## config.mk

```make
export PLATFORM = sky130hd
export DESIGN_NAME = ricart_agrawala_node_controller_top
export DESIGN_NICKNAME = d
export VERILOG_FILES = /design/src/rac_pkg.sv /design/src/rac_front.sv /design/src/rac_back.sv /design/src/ricart_agrawala_node_controller_top.sv
export SDC_FILE = /design/constraint.sdc
export NUM_CORES = 1
export LEC_CHECK = 0
export BUFFER_PORTS_ARGS = -buffer_cell sky130_fd_sc_hd__buf_4
export CAP_MARGIN = 20
export CORE_MARGIN = 2
export CORE_UTILIZATION = 35
export CTS_CLUSTER_DIAMETER = 50
export DETAILED_ROUTE_END_ITERATION = 12
export GPL_TIMING_DRIVEN = 0
export PLACE_DENSITY = 0.54
export RECOVER_POWER = 100
export REMOVE_ABC_BUFFERS = 1
export SLEW_MARGIN = 5
export SYNTH_ARGS = -nofsm -noshare
export SYNTH_HDL_FRONTEND = slang
export SYNTH_SLANG_ARGS = --single-unit
```

## constraint.sdc

```tcl
create_clock -name clk -period 3.4 [get_ports clk]
set_input_delay 0.68 -clock clk [delete_from_list [all_inputs] [get_ports clk]]
set_output_delay 0.68 -clock clk [all_outputs]
set_load 0.02 [all_outputs]
```

## src/rac_pkg.sv

```systemverilog
// shared types, codes and constants for the ricart-agrawala node controller
// no dependencies; used by rac_front, rac_back and the top level
package rac_pkg;

  localparam int ID_W          = 4;
  localparam int ID_NUM        = 16;
  localparam int STAMP_W       = 15;
  localparam int CNT_W         = 4;
  localparam int MAX_NODES_DEF = 16;
  localparam int QUEUE_DEPTH   = 4;
  localparam int IN_TDATA_W    = 24;
  localparam int OUT_TDATA_W   = 16;
  localparam int CFG_INDEX_W   = 2;
  localparam int CFG_DATA_W    = 4;

  localparam logic [ID_W-1:0]  OWN_ID_RST         = 4'd1;
  localparam logic [ID_W-1:0]  NODE_COUNT_RST     = 4'd15;
  localparam logic [CNT_W-1:0] REPLIES_NEEDED_RST = 4'd14;

  typedef enum logic [1:0] {
    MODE_LOCAL_REQ = 2'd0,
    MODE_LOCAL_REL = 2'd1,
    MODE_IN_REQ    = 2'd2,
    MODE_IN_REP    = 2'd3
  } mode_t;

  typedef enum logic [1:0] {
    ACT_NONE  = 2'd0,
    ACT_MCAST = 2'd1,
    ACT_REPLY = 2'd2
  } act_t;

  typedef enum logic [CFG_INDEX_W-1:0] {
    CFG_OWN_ID         = 2'd0,
    CFG_NODE_COUNT     = 2'd1,
    CFG_REPLIES_NEEDED = 2'd2
  } cfg_index_t;

  typedef enum logic {
    BK_IDLE,
    BK_SCAN
  } back_state_t;

  typedef struct packed {
    mode_t              mode;
    logic [ID_W-1:0]    peer;
    logic [STAMP_W-1:0] stamp;
    logic               peer_ok;
  } cmd_t;

  typedef struct packed {
    logic valid;
    cmd_t cmd;
  } head_t;

  typedef struct packed {
    logic [ID_W-1:0]  own_id;
    logic [ID_W-1:0]  node_count;
    logic [CNT_W-1:0] replies_needed;
  } cfg_t;

endpackage

```

## src/rac_front.sv

```systemverilog
// front end: accepts input events, classifies them and holds them in a short queue
// depends on rac_pkg
module rac_front #(
  parameter int MAX_NODES = rac_pkg::MAX_NODES_DEF
) (
  input  logic                            clk,
  input  logic                            rst_n,
  input  logic                            in_tvalid,
  output logic                            in_tready,
  input  logic [1:0]                      in_tuser,  // mode
  input  logic [rac_pkg::IN_TDATA_W-1:0]  in_tdata,  // peer, stamp
  input  logic                            pop,
  output rac_pkg::head_t                  head
);

  localparam int PTR_W = $clog2(rac_pkg::QUEUE_DEPTH);
  localparam int CNT_QW = $clog2(rac_pkg::QUEUE_DEPTH + 1);

  rac_pkg::cmd_t     queue_r [rac_pkg::QUEUE_DEPTH];
  logic [PTR_W-1:0]  wr_ptr_r, wr_ptr_nxt;
  logic [PTR_W-1:0]  rd_ptr_r, rd_ptr_nxt;
  logic [CNT_QW-1:0] count_r, count_nxt;
  rac_pkg::cmd_t     in_cmd;
  logic              push;
  logic              do_pop;

  always_comb begin
    in_cmd.mode    = rac_pkg::mode_t'(in_tuser);
    in_cmd.peer    = in_tdata[rac_pkg::ID_W-1:0];
    in_cmd.stamp   = in_tdata[rac_pkg::ID_W +: rac_pkg::STAMP_W];
    in_cmd.peer_ok = 32'(in_tdata[rac_pkg::ID_W-1:0]) < MAX_NODES;
  end

  assign in_tready = count_r != CNT_QW'(rac_pkg::QUEUE_DEPTH);
  assign push      = in_tvalid && in_tready;
  assign do_pop    = pop && (count_r != '0);

  always_comb begin
    wr_ptr_nxt = push ? wr_ptr_r + 1'b1 : wr_ptr_r;
    rd_ptr_nxt = do_pop ? rd_ptr_r + 1'b1 : rd_ptr_r;
    count_nxt  = count_r;
    if (push && !do_pop) begin
      count_nxt = count_r + 1'b1;
    end else if (!push && do_pop) begin
      count_nxt = count_r - 1'b1;
    end
  end

  always_ff @(posedge clk) begin
    if (!rst_n) begin
      wr_ptr_r <= '0;
      rd_ptr_r <= '0;
      count_r  <= '0;
    end else begin
      wr_ptr_r <= wr_ptr_nxt;
      rd_ptr_r <= rd_ptr_nxt;
      count_r  <= count_nxt;
    end
  end

  always_ff @(posedge clk) begin
    if (push) begin
      queue_r[wr_ptr_r] <= in_cmd;
    end
  end

  assign head.valid = count_r != '0;
  assign head.cmd   = queue_r[rd_ptr_r];

endmodule

```

## src/rac_back.sv

```systemverilog
// back end: protocol state, event execution, release scan and output register
// depends on rac_pkg; fed by rac_front
module rac_back #(
  parameter int MAX_NODES = rac_pkg::MAX_NODES_DEF
) (
  input  logic                            clk,
  input  logic                            rst_n,
  input  rac_pkg::head_t                  head,
  output logic                            pop,
  input  rac_pkg::cfg_t                   cfg,
  output logic                            out_tvalid,
  input  logic                            out_tready,
  output logic [1:0]                      out_tuser,  // action
  output logic [rac_pkg::OUT_TDATA_W-1:0] out_tdata,  // target, granted, replies_remaining
  output logic                            out_tlast
);

  localparam int SCAN_N = (MAX_NODES < rac_pkg::ID_NUM) ? MAX_NODES : rac_pkg::ID_NUM;
  localparam int IDX_W  = $clog2(SCAN_N);
  localparam int PAD_W  = rac_pkg::OUT_TDATA_W - rac_pkg::ID_W - 1 - rac_pkg::CNT_W;

  rac_pkg::back_state_t state_r, state_nxt;

  logic                        requesting_r, requesting_nxt;
  logic [rac_pkg::STAMP_W-1:0] stamp_r, stamp_nxt;
  logic [MAX_NODES-1:0]        replied_r, replied_nxt;
  logic [rac_pkg::CNT_W-1:0]   awaiting_r, awaiting_nxt;
  logic [MAX_NODES-1:0]        deferred_r, deferred_nxt;
  logic [SCAN_N-1:0]           pending_r, pending_nxt;
  logic [IDX_W-1:0]            idx_r, idx_nxt;

  logic                        out_valid_r, out_valid_nxt;
  rac_pkg::act_t               out_action_r;
  logic [rac_pkg::ID_W-1:0]    out_target_r;
  logic                        out_granted_r;
  logic [rac_pkg::CNT_W-1:0]   out_remaining_r;
  logic                        out_last_r;

  logic                        out_free;
  logic [MAX_NODES-1:0]        pbit;
  logic [SCAN_N-1:0]           rel_pending;
  logic [SCAN_N-1:0]           idx_hot;
  logic [SCAN_N-1:0]           scan_rest;
  logic                        mine_greater;

  logic                        emit;
  rac_pkg::act_t               e_action;
  logic [rac_pkg::ID_W-1:0]    e_target;
  logic                        e_last;
  logic                        e_granted;
  logic [rac_pkg::CNT_W-1:0]   e_remaining;

  assign out_free = !out_valid_r || out_tready;

  always_comb begin
    for (int j = 0; j < MAX_NODES; j++) begin
      pbit[j] = 32'(head.cmd.peer) == j;
    end
    for (int j = 0; j < SCAN_N; j++) begin
      rel_pending[j] = deferred_r[j] && (j >= 1) && (j <= 32'(cfg.node_count));
      idx_hot[j]     = 32'(idx_r) == j;
    end
    scan_rest    = pending_r & ~idx_hot;
    mine_greater = (stamp_r > head.cmd.stamp) ||
                   ((stamp_r == head.cmd.stamp) && (cfg.own_id > head.cmd.peer));
  end

  // next state
  always_comb begin
    state_nxt = state_r;
    case (state_r)
      rac_pkg::BK_IDLE: begin
        if (head.valid && out_free && head.cmd.mode == rac_pkg::MODE_LOCAL_REL &&
            rel_pending != '0) begin
          state_nxt = rac_pkg::BK_SCAN;
        end
      end
      rac_pkg::BK_SCAN: begin
        if (pending_r[idx_r] && out_free && scan_rest == '0) begin
          state_nxt = rac_pkg::BK_IDLE;
        end
      end
      default: state_nxt = rac_pkg::BK_IDLE;
    endcase
  end

  // event execution and result selection
  always_comb begin
    requesting_nxt = requesting_r;
    stamp_nxt      = stamp_r;
    replied_nxt    = replied_r;
    awaiting_nxt   = awaiting_r;
    deferred_nxt   = deferred_r;
    pending_nxt    = pending_r;
    idx_nxt        = idx_r;
    pop            = 1'b0;
    emit           = 1'b0;
    e_action       = rac_pkg::ACT_NONE;
    e_target       = '0;
    e_last         = 1'b1;
    case (state_r)
      rac_pkg::BK_IDLE: begin
        if (head.valid && out_free) begin
          pop = 1'b1;
          case (head.cmd.mode)
            rac_pkg::MODE_LOCAL_REQ: begin
              requesting_nxt = 1'b1;
              stamp_nxt      = head.cmd.stamp;
              replied_nxt    = '0;
              awaiting_nxt   = cfg.replies_needed;
              emit           = 1'b1;
              e_action       = rac_pkg::ACT_MCAST;
            end
            rac_pkg::MODE_LOCAL_REL: begin
              requesting_nxt = 1'b0;
              deferred_nxt   = '0;
              if (rel_pending == '0) begin
                emit = 1'b1;
              end else begin
                pending_nxt = rel_pending;
                idx_nxt     = IDX_W'(1);
              end
            end
            rac_pkg::MODE_IN_REQ: begin
              emit = 1'b1;
              if (requesting_r && !mine_greater && head.cmd.peer_ok) begin
                deferred_nxt = deferred_r | pbit;
              end else begin
                e_action = rac_pkg::ACT_REPLY;
                e_target = head.cmd.peer;
              end
            end
            rac_pkg::MODE_IN_REP: begin
              emit = 1'b1;
              if (head.cmd.peer_ok && (replied_r & pbit) == '0) begin
                replied_nxt = replied_r | pbit;
                if (awaiting_r != '0) begin
                  awaiting_nxt = awaiting_r - 1'b1;
                end
              end
            end
            default: ;
          endcase
        end
      end
      rac_pkg::BK_SCAN: begin
        if (pending_r[idx_r]) begin
          if (out_free) begin
            emit        = 1'b1;
            e_action    = rac_pkg::ACT_REPLY;
            e_target    = rac_pkg::ID_W'(idx_r);
            e_last      = scan_rest == '0;
            pending_nxt = scan_rest;
            idx_nxt     = idx_r + 1'b1;
          end
        end else begin
          idx_nxt = idx_r + 1'b1;
        end
      end
      default: ;
    endcase
    e_granted     = requesting_nxt && (awaiting_nxt == '0);
    e_remaining   = awaiting_nxt;
    out_valid_nxt = emit ? 1'b1 : (out_tready ? 1'b0 : out_valid_r);
  end

  always_ff @(posedge clk) begin
    if (!rst_n) begin
      state_r      <= rac_pkg::BK_IDLE;
      requesting_r <= 1'b0;
      stamp_r      <= '0;
      replied_r    <= '0;
      awaiting_r   <= '0;
      deferred_r   <= '0;
      pending_r    <= '0;
      idx_r        <= '0;
      out_valid_r  <= 1'b0;
    end else begin
      state_r      <= state_nxt;
      requesting_r <= requesting_nxt;
      stamp_r      <= stamp_nxt;
      replied_r    <= replied_nxt;
      awaiting_r   <= awaiting_nxt;
      deferred_r   <= deferred_nxt;
      pending_r    <= pending_nxt;
      idx_r        <= idx_nxt;
      out_valid_r  <= out_valid_nxt;
    end
  end

  always_ff @(posedge clk) begin
    if (emit) begin
      out_action_r    <= e_action;
      out_target_r    <= e_target;
      out_granted_r   <= e_granted;
      out_remaining_r <= e_remaining;
      out_last_r      <= e_last;
    end
  end

  assign out_tvalid = out_valid_r;
  assign out_tlast  = out_last_r;
  assign out_tuser  = out_action_r;
  assign out_tdata  = {{PAD_W{1'b0}}, out_remaining_r, out_granted_r, out_target_r};

endmodule

```

## src/ricart_agrawala_node_controller_top.sv

```systemverilog
// top level of the ricart-agrawala node controller: configuration registers and wiring
// depends on rac_pkg, rac_front and rac_back
//
// One node's side of Ricart-Agrawala mutual exclusion. Each input transfer is one
// protocol event selected by in_tuser (local request, local release, incoming request,
// incoming reply). Events enter a four-entry queue and are executed one at a time by
// the back end. A local request, incoming request or incoming reply gives one result
// transfer. A local release walks the release scan counter from peer id 1 up to the
// highest deferred id no greater than node_count, giving one reply per such deferred
// peer with tlast on the final one, or a single no-action result when none is deferred.
// A stalled output holds the back end; the queue keeps taking events until it is full.
// Configuration writes are always ready and must be made while no event is in flight.
module ricart_agrawala_node_controller_top #(
  parameter int MAX_NODES = rac_pkg::MAX_NODES_DEF
) (
  input  logic                            clk,
  input  logic                            rst_n,
  input  logic                            in_tvalid,
  output logic                            in_tready,
  input  logic [1:0]                      in_tuser,  // mode
  input  logic [rac_pkg::IN_TDATA_W-1:0]  in_tdata,  // peer, stamp
  output logic                            out_tvalid,
  input  logic                            out_tready,
  output logic [1:0]                      out_tuser,  // action
  output logic [rac_pkg::OUT_TDATA_W-1:0] out_tdata,  // target, granted, replies_remaining
  output logic                            out_tlast,
  input  logic                            cfg_valid,
  output logic                            cfg_ready,
  input  logic [rac_pkg::CFG_INDEX_W-1:0] cfg_index,
  input  logic [rac_pkg::CFG_DATA_W-1:0]  cfg_data
);

  rac_pkg::cfg_t  cfg_r, cfg_nxt;
  rac_pkg::head_t head;
  logic           pop;

  assign cfg_ready = 1'b1;

  always_comb begin
    cfg_nxt = cfg_r;
    if (cfg_valid && cfg_ready) begin
      case (rac_pkg::cfg_index_t'(cfg_index))
        rac_pkg::CFG_OWN_ID:         cfg_nxt.own_id         = cfg_data;
        rac_pkg::CFG_NODE_COUNT:     cfg_nxt.node_count     = cfg_data;
        rac_pkg::CFG_REPLIES_NEEDED: cfg_nxt.replies_needed = cfg_data;
        default: ;
      endcase
    end
  end

  always_ff @(posedge clk) begin
    if (!rst_n) begin
      cfg_r.own_id         <= rac_pkg::OWN_ID_RST;
      cfg_r.node_count     <= rac_pkg::NODE_COUNT_RST;
      cfg_r.replies_needed <= rac_pkg::REPLIES_NEEDED_RST;
    end else begin
      cfg_r <= cfg_nxt;
    end
  end

  rac_front #(
    .MAX_NODES(MAX_NODES)
  ) u_front (
    .clk      (clk),
    .rst_n    (rst_n),
    .in_tvalid(in_tvalid),
    .in_tready(in_tready),
    .in_tuser (in_tuser),
    .in_tdata (in_tdata),
    .pop      (pop),
    .head     (head)
  );

  rac_back #(
    .MAX_NODES(MAX_NODES)
  ) u_back (
    .clk       (clk),
    .rst_n     (rst_n),
    .head      (head),
    .pop       (pop),
    .cfg       (cfg_r),
    .out_tvalid(out_tvalid),
    .out_tready(out_tready),
    .out_tuser (out_tuser),
    .out_tdata (out_tdata),
    .out_tlast (out_tlast)
  );

  // a multicast request is always the only result of its event
  assert property (@(posedge clk) disable iff (!rst_n)
    out_tvalid && out_tuser == rac_pkg::ACT_MCAST |-> out_tlast)
    else $error("multicast result without last marker");

  // grant only when no replies remain
  assert property (@(posedge clk) disable iff (!rst_n)
    out_tvalid && out_tdata[4] |-> out_tdata[8:5] == '0)
    else $error("granted with replies still awaited");

  // target is zero unless a reply is sent
  assert property (@(posedge clk) disable iff (!rst_n)
    out_tvalid && out_tuser != rac_pkg::ACT_REPLY |-> out_tdata[3:0] == '0)
    else $error("target set on a non-reply result");

endmodule

```

==> flow_metrics.py <==
metrics = {
    "floorplan": {
        "rows": 57,
        "initial_core_util_pct": 35.8,
        "die_x_um": 162,
        "dieArea_um2": 26300,
        "pin_count": 59,
        "core_area_um2": 24500,
        "die_h_um": 162,
    },
    "clock_tree": {
        "cts_tree": "built",
        "root_buffer": "clkbuf_16",
        "path_clk_slew_ns": 0.07,
        "cts.path.max_buffers": 2,
        "cts_buffers": 17,
        "clkSinkCount": 190,
        "cts_hold_buf": 0,
        "h-tree-depth": 4,
        "clk_latency_ns": 0.44,
    },
    "routing": {
        "viasPerCell": 5.18,
        "avgRoutedWirePerCell_um": 17.1,
        "num_vias": 5943,
        "ant_nets": 0,
        "drtPass1Iterations": 4,
        "wl_um": 19600,
        "drt_iter0_drc": 420,
        "drc": 0,
    },
    "global_route": {
        "grt_max_degree": 42,
        "antenna_found_initial": 1,
        "grt_pass1_wl_um": 31900,
        "grt.overflow.total": 0,
        "grt_use_met3_pct": 2.89,
        "busiest_layer": "met2",
        "use_met1_pct": 20.6,
        "grt_use_met2_pct": 26.1,
        "grt.total_usage_pct": 15.6,
        "grt_pass1_vias": 5888,
    },
    "setup_path": {
        "crit_chain": "buf_16 -> mux4_2 -> inv_1 -> ha_1 -> a21o_1 -> a21o_1 -> a211o_1 -> o221ai_1 -> a32oi_2 -> and3_4 -> or2_2",
        "critPathArrivalTime_ns": 3.39,
        "required_ns": 3.59,
        "crit_path_end_kind": "register",
        "path_common_cell": "a21o_1",
        "timing_worst_setup_path_type": "reg -> reg",
        "cp_max_fo": 13,
        "regToRegSetupSlack_ns": 0.20,
        "max_stage_delay_ns": 0.52,
        "critPathSlowestCell": "mux4_2",
        "start_kind": "register",
    },
    "timing": {
        "tightest_slew_ns": 0.895,
        "whs_ns": 0.449,
        "fmax_ghz": 0.313,
        "setup_tns_ns": 0,
        "drv_slew": 0,
        "clock_skew_ns": 0.0192,
        "finalHoldViolCount": 0,
        "finalCritPeriodShare_pct": 94.1,
        "fin_ws_ns": 0.200,
        "rsz0062_at_grt": "yes",
        "fin_crit_ns": 3.20,
        "setup_violations": 0,
        "max-slew-margin-rel_pct": 40.0,
    },
    "finish": {
        "area_growth_syn_to_layout_pct": 14.3,
        "mostFrequentLayoutCell": "edfxtp_1",
        "final_util_pct": 40.9,
        "antennaDiodeCount": 0,
        "drive_above_1_share_pct": 13.2,
        "layout_common_cells": "edfxtp_1, dfxtp_1, nand2_1, a21oi_1, o21ai_0",
        "nets": 882,
    },
    "yosys": {
        "yosysWarnings": 0,
        "synth_seq_cells": 190,
        "syn_avg_cell_area_um2": 11.4,
        "synth_edf_count": 96,
        "syn_inst": 768,
        "synth.yosys.seq_area_share_pct": 54.4,
        "netlist_area_um2": 8750,
        "netlist-cell-type-count": 73,
        "synthArstFlopShare_pct": 0,
        "synth_flop_cell": "edfxtp_1",
    },
    "pwr": {
        "p_per_area_nw_per_um2": 699,
        "ir_worst_vdd_mv": 0.324,
        "p_comb_share_pct": 30.8,
        "clkPwrFrac_pct": 28.2,
        "p_sw_share_pct": 35.1,
        "internal_power_mw": 4.54,
        "power.leakage_nw": 3.61,
        "seqPwrFrac_pct": 40.9,
        "switching_power_mw": 2.45,
        "power_mw": 6.99,
    },
    "place": {
        "hpwl_um": 14000,
        "io_buffers": 45,
        "place_ws_ns": -0.812,
        "gp_congestion": 0.795,
    },
    "run": {
        "maxCapViolCount": 0,
    },
    "worst_hold_path": {
        "holdCritPathClass": "reg -> reg",
    },
    "outcome": {
        "outcome": "completed",
    },
}
worst max-delay path, delay by kind of cell (launching register included):
kind            cells  cell delay (ns)
mux                 1             0.52
fa+ha+maj           1             0.24
buf+inv             2             0.24
flops               1             0.41
compound gates      5             0.98
simple gates        2             0.54
routing by layer:
| metal | wire (um) | up-vias |
|---|---|---|
| li1 | - | 2885 |
| met1 | 9000 | 2923 |
| met2 | 9710 | 109 |
| met3 | 672 | 24 |
| met4 | 250 | 2 |
| met5 | 11 | - |
what timing repair did:
action	4_1_cts	5_1_grt
setup endpoints to repair	59	21
resized for setup	6	5
buffers inserted	2	7
Yosys cell counts, types with 3 or more instances:
library cell / number / area (um2)
and2_1: 12 / 75.1
buf_4: 11 / 82.6
a21o_1: 5 / 37.5
nand2b_1: 7 / 43.8
a22o_1: 12 / 105
buf_1: 4 / 15.0
buf_2: 5 / 25.0
a211oi_1: 4 / 30.0
edfxtp_1: 96 / 2880
nor2_1: 37 / 139
a211oi_2: 3 / 37.5
a31oi_1: 9 / 56.3
clkbuf_1: 22 / 82.6
o21ai_0: 44 / 220
a32o_1: 4 / 40.0
nand2_1: 84 / 315
mux2i_1: 18 / 180
nand3_1: 15 / 75.1
and3_1: 8 / 50.1
or3_1: 4 / 25.0
nand4_1: 5 / 31.3
nand3b_1: 8 / 60.1
ha_1: 34 / 425
nor2b_1: 20 / 125
nor3_1: 5 / 25.0
dfxtp_1: 94 / 1880
nor4b_1: 3 / 26.3
o21a_1: 7 / 52.6
mux4_2: 27 / 608
o211ai_1: 3 / 22.5
inv_1: 38 / 143
a21oi_1: 65 / 325
xor2_1: 5 / 43.8
cell families after synthesis:
kind of cell / synth area share (%)
other: 0.0858
AO/OA/AOI/OAI: 13.5
AND/OR/NAND/NOR: 12.3
buffers and inverters: 4.42
XOR/XNOR: 0.701
flip-flops: 54.4
multiplexers: 9.52
adder cells (fa/ha/maj): 5.09
power groups by stage:
stage	registers (mW)	logic (mW)	clock network [mW]
after CTS	2.87	2.18	2.02
after detailed placement	2.94	2.13	0
final	2.86	2.15	1.98
after global routing	2.90	2.39	2.11
after global placement	2.98	2.00	0
after floorplan	3.02	1.29	0
sequential cells by signal, indices dropped and copies added, names as in the netlist, 2 cells and up, named ones only:
name,cells
u_front.queue_r,84
u_front.rd_ptr_r,2
u_back.awaiting_r,4
cfg_r,12
u_back.replied_r,16
u_back.deferred_r,15
u_back.out_tuser,2
u_back.out_target_r,4
u_front.count_r,3
u_back.stamp_r,15
u_back.out_remaining_r,4
u_back.idx_r,4
u_front.wr_ptr_r,2
u_back.pending_r,16
cell type report:
class / instances / area (um2)
clock buffer: 18 / 429
fill: 2342 / 14500
multi-input combinational: 498 / 3650
inverter: 41 / 156
sequential: 190 / 4770
timing repair buffer: 62 / 425
tap: 324 / 405
clock inverter: 14 / 160
stage by stage:
| step | instances | instance area, um2 |
|---|---|---|
| floorplan | 729 | 8540 |
| global placement | 1098 | 9280 |
| detailed placement | 1106 | 9450 |
| CTS | 1140 | 10100 |
| global route | 1147 | 10000 |
| finish | 1147 | 10000 |
final timing paths:
kind / start / end / depth (start not counted)
worst max-delay path: register / u_back.out_tuser[1]$_DFFE_PP_ / 11
worst max register to register: register / u_back.out_tuser[1]$_DFFE_PP_ / 11
worst min register to register: u_back.deferred_r[6]$_SDFFE_PN0P_ / u_back.deferred_r[6]$_SDFFE_PN0P_ / 2
worst min-delay path: u_back.deferred_r[6]$_SDFFE_PN0P_ / u_back.deferred_r[6]$_SDFFE_PN0P_ / 2
Note: power is estimated with default switching activity, not from simulation.
